$ cat src/hdl/lge_pkg.sv
// lge_pkg: shared types and constants for the life generation engine.
// No dependencies; imported by every module of the block.
package lge_pkg;

	// Field and register widths fixed by the interface
	localparam int ROW_W      = 6;
	localparam int COL_W      = 7;
	localparam int OP_W       = 2;
	localparam int CFG_IDX_W  = 2;
	localparam int CFG_DATA_W = 7;

	// Opcodes
	localparam logic [OP_W-1:0] OP_WRITE   = 2'd0;
	localparam logic [OP_W-1:0] OP_ADVANCE = 2'd1;
	localparam logic [OP_W-1:0] OP_READ    = 2'd2;
	localparam logic [OP_W-1:0] OP_NOP     = 2'd3;

	// Configuration register indexes
	localparam logic [CFG_IDX_W-1:0] CFG_ROWS = 2'd0;
	localparam logic [CFG_IDX_W-1:0] CFG_COLS = 2'd1;

	// Configuration reset values
	localparam logic [ROW_W-1:0] ROWS_RESET = 6'd20;
	localparam logic [COL_W-1:0] COLS_RESET = 7'd60;

	// Neighbor count: keep state on two, birth on three
	localparam int              CNT_W       = 4;
	localparam logic [CNT_W-1:0] KEEP_COUNT  = 4'd2;
	localparam logic [CNT_W-1:0] BIRTH_COUNT = 4'd3;

	// Cell store port controls
	typedef struct packed {
		logic rd_en;
		logic wr_en;
	} mem_ctl_t;

endpackage

$ cat src/hdl/lge_cell_mem.sv
// lge_cell_mem: row-wide cell store, one write and one read port, registered read.
// Per-row valid bits make never-written rows read as dead. Uses lge_pkg.
module lge_cell_mem import lge_pkg::*; #(
	parameter int ROWS = 32,
	parameter int COLS = 64,
	localparam int AW  = $clog2(ROWS)
) (
	input  logic            clk,
	input  logic            arst_n,
	input  mem_ctl_t        ctl,
	input  logic [AW-1:0]   raddr,
	input  logic [AW-1:0]   waddr,
	input  logic [COLS-1:0] wdata,
	output logic [COLS-1:0] rdata
);

	logic [COLS-1:0] mem [ROWS];
	logic [ROWS-1:0] valid_q;
	logic [COLS-1:0] rd_q;
	logic            rd_valid_q;

	always_ff @(posedge clk) begin
		if (ctl.wr_en) begin
			mem[waddr] <= wdata;
		end
		if (ctl.rd_en) begin
			rd_q <= mem[raddr];
		end
	end

	always_ff @(posedge clk or negedge arst_n) begin
		if (!arst_n) begin
			valid_q    <= '0;
			rd_valid_q <= 1'b0;
		end else begin
			if (ctl.wr_en) begin
				valid_q[waddr] <= 1'b1;
			end
			if (ctl.rd_en) begin
				rd_valid_q <= valid_q[raddr];
			end
		end
	end

	assign rdata = rd_valid_q ? rd_q : '0;

endmodule

$ cat src/hdl/lge_row_rule.sv
// lge_row_rule: B3/S23 next state for one full row from the rows above and below.
// Columns outside the mask keep their stored bit. Uses lge_pkg.
module lge_row_rule import lge_pkg::*; #(
	parameter int COLS = 64
) (
	input  logic [COLS-1:0] above,
	input  logic [COLS-1:0] mid,
	input  logic [COLS-1:0] below,
	input  logic [COLS-1:0] mid_raw,
	input  logic [COLS-1:0] col_mask,
	output logic [COLS-1:0] next_row
);

	logic [COLS+1:0] a_ext;
	logic [COLS+1:0] m_ext;
	logic [COLS+1:0] b_ext;

	// zero pad: edge columns see dead neighbors
	assign a_ext = {1'b0, above, 1'b0};
	assign m_ext = {1'b0, mid, 1'b0};
	assign b_ext = {1'b0, below, 1'b0};

	for (genvar c = 0; c < COLS; c++) begin : g_col
		logic [CNT_W-1:0] cnt;
		logic             live;

		assign cnt = CNT_W'(a_ext[c]) + CNT_W'(a_ext[c+1]) + CNT_W'(a_ext[c+2])
			+ CNT_W'(m_ext[c]) + CNT_W'(m_ext[c+2])
			+ CNT_W'(b_ext[c]) + CNT_W'(b_ext[c+1]) + CNT_W'(b_ext[c+2]);

		assign live = (cnt == KEEP_COUNT) ? mid[c] : (cnt == BIRTH_COUNT);
		assign next_row[c] = col_mask[c] ? live : mid_raw[c];
	end

endmodule

$ cat src/hdl/life_generation_engine.sv
// life_generation_engine: top level of the B3/S23 cell grid engine.
// Depends on lge_pkg, lge_cell_mem and lge_row_rule.
//
// Usage:
//   Command channel: an item (opcode, cell_row, cell_col, alive_in) is taken at a
//   clock edge with start high and busy low. Rows and columns are 1-based.
//   Result channel: done pulses for one cycle with cell_alive and out_of_area.
//   The receiver cannot stall; every item gives exactly one result.
//   Config channel: cfg_valid/cfg_ready with cfg_index (0 active_rows,
//   1 active_cols) and cfg_data; other indexes are dropped. cfg_ready is
//   always high; write only while the engine is idle.
// Sequencing:
//   Write, read or no-op: done is registered from ST_CELL; busy drops as
//   done rises, so the next item can be taken while done is high (one-row
//   read-modify-write). Advance: done ends the sweep of active_rows (rows
//   clipped to MAX_ROWS); the row sweep reads one row per cycle through the
//   single read port and writes the finished row above it back behind it.
// Reset: arst_n clears the grid (row valid bits, no sweep needed), state and
//   strobes, and loads active_rows = 20, active_cols = 60.
module life_generation_engine import lge_pkg::*; #(
	parameter int MAX_ROWS = 32,
	parameter int MAX_COLS = 64
) (
	input  logic                  clk,
	input  logic                  arst_n,
	// command
	input  logic                  start,
	output logic                  busy,
	input  logic [OP_W-1:0]       opcode,
	input  logic [ROW_W-1:0]      cell_row,
	input  logic [COL_W-1:0]      cell_col,
	input  logic                  alive_in,
	// result
	output logic                  done,
	output logic                  cell_alive,
	output logic                  out_of_area,
	// configuration
	input  logic                  cfg_valid,
	output logic                  cfg_ready,
	input  logic [CFG_IDX_W-1:0]  cfg_index,
	input  logic [CFG_DATA_W-1:0] cfg_data
);

	localparam int RW  = $clog2(MAX_ROWS);
	localparam int RCW = $clog2(MAX_ROWS + 1);
	localparam int CW  = $clog2(MAX_COLS);
	localparam int CCW = $clog2(MAX_COLS + 1);

	typedef enum logic [1:0] {ST_IDLE, ST_CELL, ST_ADV} state_t;

	// config
	logic [ROW_W-1:0]    active_rows_q;
	logic [COL_W-1:0]    active_cols_q;
	logic [RCW-1:0]      eff_rows;
	logic [CCW-1:0]      eff_cols;
	logic [MAX_COLS-1:0] col_mask;

	// command decode
	logic                accept;
	logic                in_area;
	logic                cell_op;
	logic [8:0]          row_base;
	logic [8:0]          col_base;

	// control
	state_t              state_q;
	logic                done_q;
	logic                cell_alive_q;
	logic                out_of_area_q;
	logic                issue_done_q;
	logic [RCW-1:0]      rd_cnt_q;
	logic                arr_v_s1;
	logic [RCW-1:0]      arr_idx_s1;

	// captured item
	logic [OP_W-1:0]     op_q;
	logic                oob_q;
	logic                alive_q;
	logic [RW-1:0]       row_q;
	logic [CW-1:0]       col_q;

	// sweep window: old rows r-1 and r (masked), old row r unmasked
	logic [MAX_COLS-1:0] prev_q;
	logic [MAX_COLS-1:0] cur_q;
	logic [MAX_COLS-1:0] cur_raw_q;

	// store access
	mem_ctl_t            mem_ctl;
	logic [RW-1:0]       raddr;
	logic [RW-1:0]       waddr;
	logic [MAX_COLS-1:0] wdata;
	logic [MAX_COLS-1:0] rdata;
	logic [MAX_COLS-1:0] next_row;
	logic [MAX_COLS-1:0] rule_row;
	logic [MAX_COLS-1:0] rmw_row;
	logic [RCW-1:0]      arr_prev_idx;
	logic                adv_issue;
	logic                arr_wr;
	logic                arr_last;
	logic                cell_wr;

	// ---------------- configuration ----------------
	assign cfg_ready = 1'b1;

	always_ff @(posedge clk or negedge arst_n) begin
		if (!arst_n) begin
			active_rows_q <= ROWS_RESET;
			active_cols_q <= COLS_RESET;
		end else if (cfg_valid && cfg_ready) begin
			case (cfg_index)
				CFG_ROWS: begin
					active_rows_q <= cfg_data[ROW_W-1:0];
				end
				CFG_COLS: begin
					active_cols_q <= cfg_data[COL_W-1:0];
				end
				default: begin
				end
			endcase
		end
	end

	// registers above the store size saturate
	assign eff_rows = (9'(active_rows_q) > 9'(MAX_ROWS)) ? RCW'(MAX_ROWS) : RCW'(active_rows_q);
	assign eff_cols = (9'(active_cols_q) > 9'(MAX_COLS)) ? CCW'(MAX_COLS) : CCW'(active_cols_q);

	always_comb begin
		for (int c = 0; c < MAX_COLS; c++) begin
			col_mask[c] = 9'(c) < 9'(eff_cols);
		end
	end

	// ---------------- command decode ----------------
	assign busy     = (state_q != ST_IDLE);
	assign accept   = start && !busy;
	assign cell_op  = (opcode == OP_WRITE) || (opcode == OP_READ);
	assign row_base = 9'(cell_row) - 9'd1;
	assign col_base = 9'(cell_col) - 9'd1;
	// row or column zero is outside the area
	assign in_area  = (cell_row != '0) && (9'(cell_row) <= 9'(eff_rows))
		&& (cell_col != '0) && (9'(cell_col) <= 9'(eff_cols));

	// ---------------- store access ----------------
	assign adv_issue    = (state_q == ST_ADV) && !issue_done_q && (rd_cnt_q < eff_rows);
	assign arr_prev_idx = arr_idx_s1 - RCW'(1);
	assign arr_wr       = (state_q == ST_ADV) && arr_v_s1 && (arr_idx_s1 != '0);
	assign arr_last     = (state_q == ST_ADV) && arr_v_s1 && (arr_idx_s1 == eff_rows);
	assign cell_wr      = (state_q == ST_CELL) && (op_q == OP_WRITE) && !oob_q;

	// row below the area (or past the store) is dead
	assign next_row = (arr_idx_s1 < eff_rows) ? (rdata & col_mask) : '0;

	always_comb begin
		rmw_row        = rdata;
		rmw_row[col_q] = alive_q;
	end

	assign mem_ctl.rd_en = (accept && in_area && cell_op) || adv_issue;
	assign mem_ctl.wr_en = cell_wr || arr_wr;
	assign raddr = (state_q == ST_IDLE) ? row_base[RW-1:0] : rd_cnt_q[RW-1:0];
	assign waddr = (state_q == ST_CELL) ? row_q : arr_prev_idx[RW-1:0];
	assign wdata = (state_q == ST_CELL) ? rmw_row : rule_row;

	lge_cell_mem #(
		.ROWS (MAX_ROWS),
		.COLS (MAX_COLS)
	) u_mem (
		.clk    (clk),
		.arst_n (arst_n),
		.ctl    (mem_ctl),
		.raddr  (raddr),
		.waddr  (waddr),
		.wdata  (wdata),
		.rdata  (rdata)
	);

	lge_row_rule #(
		.COLS (MAX_COLS)
	) u_rule (
		.above    (prev_q),
		.mid      (cur_q),
		.below    (next_row),
		.mid_raw  (cur_raw_q),
		.col_mask (col_mask),
		.next_row (rule_row)
	);

	// ---------------- sequencer ----------------
	// Advance: rd_cnt_q issues rows 0..eff_rows (the last is a dummy slot for
	// the dead row below); arr_*_s1 tracks the row whose data lands this cycle.
	// Landing row k finishes row k-1, so writes trail reads by two rows.
	always_ff @(posedge clk or negedge arst_n) begin
		if (!arst_n) begin
			state_q       <= ST_IDLE;
			done_q        <= 1'b0;
			cell_alive_q  <= 1'b0;
			out_of_area_q <= 1'b0;
			issue_done_q  <= 1'b0;
			rd_cnt_q      <= '0;
			arr_v_s1      <= 1'b0;
			arr_idx_s1    <= '0;
		end else begin
			done_q        <= 1'b0;
			cell_alive_q  <= 1'b0;
			out_of_area_q <= 1'b0;
			case (state_q)
				ST_IDLE: begin
					if (accept) begin
						if (opcode == OP_ADVANCE) begin
							state_q      <= ST_ADV;
							rd_cnt_q     <= '0;
							issue_done_q <= 1'b0;
							arr_v_s1     <= 1'b0;
						end else begin
							state_q <= ST_CELL;
						end
					end
				end
				ST_CELL: begin
					state_q       <= ST_IDLE;
					done_q        <= 1'b1;
					out_of_area_q <= oob_q;
					cell_alive_q  <= !oob_q && (((op_q == OP_WRITE) && alive_q)
						|| ((op_q == OP_READ) && rdata[col_q]));
				end
				ST_ADV: begin
					arr_v_s1   <= !issue_done_q;
					arr_idx_s1 <= rd_cnt_q;
					if (!issue_done_q) begin
						if (rd_cnt_q == eff_rows) begin
							issue_done_q <= 1'b1;
						end else begin
							rd_cnt_q <= rd_cnt_q + RCW'(1);
						end
					end
					if (arr_last) begin
						state_q <= ST_IDLE;
						done_q  <= 1'b1;
					end
				end
				default: begin
					state_q <= ST_IDLE;
				end
			endcase
		end
	end

	// item capture and sweep window
	always_ff @(posedge clk) begin
		if (accept) begin
			op_q    <= opcode;
			oob_q   <= !in_area && cell_op;
			alive_q <= alive_in;
			row_q   <= row_base[RW-1:0];
			col_q   <= col_base[CW-1:0];
		end
		if (accept && (opcode == OP_ADVANCE)) begin
			prev_q    <= '0;
			cur_q     <= '0;
			cur_raw_q <= '0;
		end else if ((state_q == ST_ADV) && arr_v_s1) begin
			prev_q    <= cur_q;
			cur_q     <= next_row;
			cur_raw_q <= rdata;
		end
	end

	assign done        = done_q;
	assign cell_alive  = cell_alive_q;
	assign out_of_area = out_of_area_q;

endmodule
$ cat config.mk
export PLATFORM = sky130hd
export DESIGN_NAME = life_generation_engine
export DESIGN_NICKNAME = d
export VERILOG_FILES = /design/src/hdl/lge_pkg.sv /design/src/hdl/lge_cell_mem.sv /design/src/hdl/lge_row_rule.sv /design/src/hdl/life_generation_engine.sv
export SDC_FILE = /design/constraint.sdc
export NUM_CORES = 2
export LEC_CHECK = 0
export BUFFER_PORTS_ARGS = -buffer_cell sky130_fd_sc_hd__buf_2
export CAP_MARGIN = 25
export CORE_MARGIN = 3
export CORE_UTILIZATION = 50
export CTS_BUF_LIST = sky130_fd_sc_hd__clkbuf_8
export CTS_CLUSTER_DIAMETER = 120
export DETAILED_ROUTE_END_ITERATION = 10
export PLACE_DENSITY = 0.63
export SETUP_SLACK_MARGIN = 0.1
export SLEW_MARGIN = 20
export SYNTH_ARGS = -nofsm -noshare
export SYNTH_HDL_FRONTEND = slang
export SYNTH_HIERARCHICAL = 1
export SYNTH_SLANG_ARGS = --single-unit
$ cat constraint.sdc
create_clock -name clk -period 11 [get_ports clk]
set_input_delay 1.1 -clock clk [delete_from_list [all_inputs] [get_ports clk]]
set_output_delay 1.1 -clock clk [all_outputs]
set_load 0.01 [all_outputs]
==> out/results.md <==
| Stage | Quantity | This run |
|:---|:---|:---|
| run status | Run status | completed |
| route | # DRC | 0 |
| pwr | Static leakage | 41.3 nW |
| global route | Number of global-route vias before repair | 60,800 |
| synthesis | Multiplexer share of the synthesized area | 15.1% |
| die | Area of the die | 217,000 um^2 |
| worst setup path | Logic depth of the worst register-to-register path | 20 |
| cells and area | Final cell count without fillers | 9,744 |
| place | Routability congestion estimate | 0.928 |
| worst setup path | Reg-to-Reg Start | active_rows_q[5] |
| die | Core box area | 210,000 um^2 |
| die | Die Wd | 466 um |
| sta | Minimum setup slack in the final design | 4.52 ns |
| sta | Final clock skew | 0.0925 ns |
| pwr | VDD IR-drop max | 404 uV |
| sta | RSZ-0062 raised after global routing | no |
| route | Antenna Nets Post-Route | 0 |
| synthesis | Synth Cell Area | 106,000 um^2 |
| route | Number of detailed-route iterations in the first pass | 6 |
| global route | Global-route wire length before repair | 426 mm |
| die | Die H | 466 um |
| clock network | Number of setup buffers added after CTS | 0 |
| route | Post-Route WL | 294 mm |
| worst setup path | WP data required | 11.90 ns |
| worst setup path | Worst Path Arrival | 7.37 ns |
| synthesis | Unique masters post-synth | 69 |
| clock network | Buffer type at the clock tree root | clkbuf_8 |
| synthesis | Largest family of logic cells by synthesized area | multiplexers |
| clock network | Sink count of the clock tree | 2,384 |
| die | Boundary pin count | 34 |
| cells and area | Fraction of the core area covered by cells at the end of the flow | 56.1% |
| place | Number of buffers inserted by port buffering | 32 |
| worst setup path | Start-to-end type of the worst setup path | reg2reg |
| clock network | Depth of the CTS H-tree | 5 |
| cells and area | Most frequent standard cell in the layout excluding fill and tap cells | edfxtp_1 |
| route | DR vias | 59,600 |
| route | DR WL/cell | 30.2 um |
| sta | Hold Vio Cnt, Final | 0 |
| synthesis | Gate count after technology mapping | 6,307 |
| route | DRC violation total after the first TritonRoute iteration | 6,994 |
| synthesis | Number of enable-type register cells in the synthesized netlist | 2,127 |
| synthesis | Synthesized flop and latch total | 2,384 |
| cells and area | Leading cell types in the layout, fill and taps excluded | edfxtp_1, inv_1, mux4_2 |
| hold path | Worst hold-check path type | in2async |
| clock network | Worst-Skew Late Latency | 1.11 ns |
| sta | Final count of negative-setup-slack endpoints | 0 |
| cells and area | Fraction of final layout cells with drive strength greater than 1 | 23.0% |
| place | Number of instances in the placed design | 9,034 |
| global route | Maximum number of pins on one net before global-route repair | 122 |
| synthesis | Area fraction in and, or, nand and nor cells after synthesis | 4.62% |
| die | Starting utilization of the core area | 50.4% |
| synthesis | Post-synthesis share of cell area spent on full adders, half adders and majority gates | 7.47% |
| place | Total half-perimeter wirelength after legalization and detailed placement | 167 mm |
| synthesis | Post-Syn Nets | 6,815 |
| synthesis | Synth warn | 6 |
| synthesis | Per-instance average area after synthesis | 16.8 um^2 |
| clock network | Maximum clock insertion buffer count | 4 |
| sta | Max Slew Vio Count | 0 |
| sta | Share of the clock period used by the worst path | 58.9% |
| worst setup path | Startpoint kind of the worst setup timing path | register |
| pwr | Power density normalized to cell area | 242 nW/um^2 |
| synthesis | Share of the synthesized netlist area taken by xor and xnor gates | 0.0911% |
| synthesis | Share of the synthesized area in compound gates (AO/OA/AOI/OAI) | 4.00% |
| sta | Worst-margin pin slew | 1.13 ns |
| synthesis | Share of async-settable or async-resettable flops after synthesis | 2.73% |
| synthesis | Share of synthesized area occupied by flip-flops and latches | 65.6% |
| clock network | CTS buffer count | 399 |
| sta | Highest attainable clock frequency | 154 MHz |
| clock network | Hold Buf Count CTS | 0 |
| clock network | Clock tree from TritonCTS | done |
| cells and area | Relative area change from synthesis to final layout | 11.3% |
| synthesis | Most instantiated flip-flop cell in the synthesis netlist | edfxtp_1 |
| clock network | Reg clk slew, reported paths | 0.06 ns |
| cells and area | Final net count | 7,138 |
| sta | Final total negative setup slack | 0 ns |
| global route | Total routing usage reported by global routing | 27.2% |
| sta | Minimum period implied by the final worst setup slack | 6.48 ns |
| flow run | Reported max-cap violation count | 0 |
| global route | Initial antenna violation count | 10 |
| worst setup path | Worst flop-to-flop path endpoint | u_mem/mem[0][13] |
| global route | Global-route congestion overflow total | 0 |
| place | Setup slack after placement | 4.38 ns |
| worst setup path | Critical path endpoint category | register |
| worst setup path | Worst-path fanout max | 42 |
| worst setup path | Register-to-register setup slack | 4.52 ns |
| die | Num rows | 168 |
| clock network | CTS-repair resized insts | 0 |
| sta | Minimum hold slack | 0.214 ns |
| route | Via density per instance | 6.12 |
| sta | Remaining max-slew budget at the tightest pin | 24.4% |
-- power by group --
group | total (mW) | switching (mW) | internal [mW]
clock network | 7.45 | 3.53 | 3.92
logic | 9.23 | 5.51 | 3.72
registers | 11.8 | 0.201 | 11.6
total | 28.5 | 9.24 | 19.2
-- worst max-delay path, cell delays in order (launching register included) --
cell and delay [ns]:
dfrtp_1 0.38, inv_1 0.23, nand2_1 0.16, ha_1 0.32
a21o_1 0.19, a21o_1 0.21, a211oi_4 0.27, buf_4 0.38
buf_4 0.60, and3_2 0.31, inv_1 0.10, fa_1 0.53
fa_1 0.45, fa_1 0.43, fa_1 0.43, nand2b_1 0.15
a221o_1 0.25, o22ai_1 0.14, nor2_1 0.07, a21oi_2 0.39
buf_6 0.26
-- flip-flops by register name, indices dropped and copies added (netlist names), 7 cells and up --
register,count
u_mem/rd_q,64
cur_raw_q,64
u_mem/valid_q,32
u_mem/mem,2048
cur_q,64
active_cols_q,7
prev_q,64
-- routing by layer --
layer / up-vias / wire [um] / global-route usage (%)
met5: - / 8 / 0
met4: 2 / 7370 / 7.75
met3: 470 / 27000 / 5.18
met2: 2924 / 138000 / 42.7
met1: 31500 / 122000 / 39.4
li1: 24700 / - / -
-- layout make-up --
type                            count  area, um^2
Antenna cell                        7        17.5
Inverter                          530        1990
Clock buffer                      425        5850
Multi-Input combinational cell   3095       33700
Sequential cell                  2384       69400
Fill cell                       16300       92200
Tap cell                         2805        3510
Timing Repair Buffer              220        1780
Clock inverter                    278        1570
-- kinds of logic (layout without fill, tap and decap cells) --
family,Yosys count,count (layout)
adder cells (fa/ha/maj),479,479
other,1,8
multiplexers,850,850
XOR/XNOR,11,11
AND/OR/NAND/NOR,1047,1047
AO/OA/AOI/OAI,707,707
buffers and inverters,828,1453
flip-flops,2384,2384
-- synthesized netlist by cell type, drive strengths merged (6+ instances only) --
cell type,n,area share [%]
a21oi,398,1.9
a31oi,13,0.077
o211ai,64,0.45
or2,39,0.23
and2,129,0.76
xor2,7,0.058
o221ai,27,0.22
mux2i,193,1.8
nand3,23,0.11
dfxtp,192,3.6
o22ai,72,0.43
inv,530,1.9
dfstp,6,0.15
ha,225,2.7
fa,254,4.8
nand4,12,0.071
o21ai,47,0.22
and4b,7,0.071
mux4,585,12
nor2b,15,0.089
or3,6,0.035
o22a,26,0.22
mux2,72,0.77
a21o,15,0.11
a221o,9,0.085
nand2b,12,0.071
and3,62,0.42
o21a,6,0.043
nor2,235,0.84
nor3,12,0.057
nand3b,11,0.078
buf,133,0.69
nand2,469,1.7
clkbuf,163,0.58
dfrtp,59,1.4
edfxtp,2127,60
nor3b,6,0.047
-- per-stage QoR --
step | power (mW) | instance area [um^2]
global route | 29.7 | 118000
floorplan | 18.2 | 106000
global placement | 21.0 | 110000
detailed placement | 21.2 | 110000
finish | 28.5 | 118000
CTS | 28.7 | 118000
-- worst max path at each step --
| stage | from | to | cells after the start |
|---|---|---|---|
| floorplan | active_rows_q[5] | u_mem/mem[0][13] | 18 |
| global placement | active_rows_q[5] | u_mem/mem[2][13] | 19 |
| detailed placement | active_rows_q[5] | u_mem/mem[17][12] | 20 |
| CTS | active_rows_q[5] | u_mem/mem[26][12] | 20 |
| global route | active_rows_q[5] | u_mem/mem[26][12] | 20 |
| finish | active_rows_q[5] | u_mem/mem[0][13] | 20 |
Note: power is estimated with default switching activity, not from simulation.
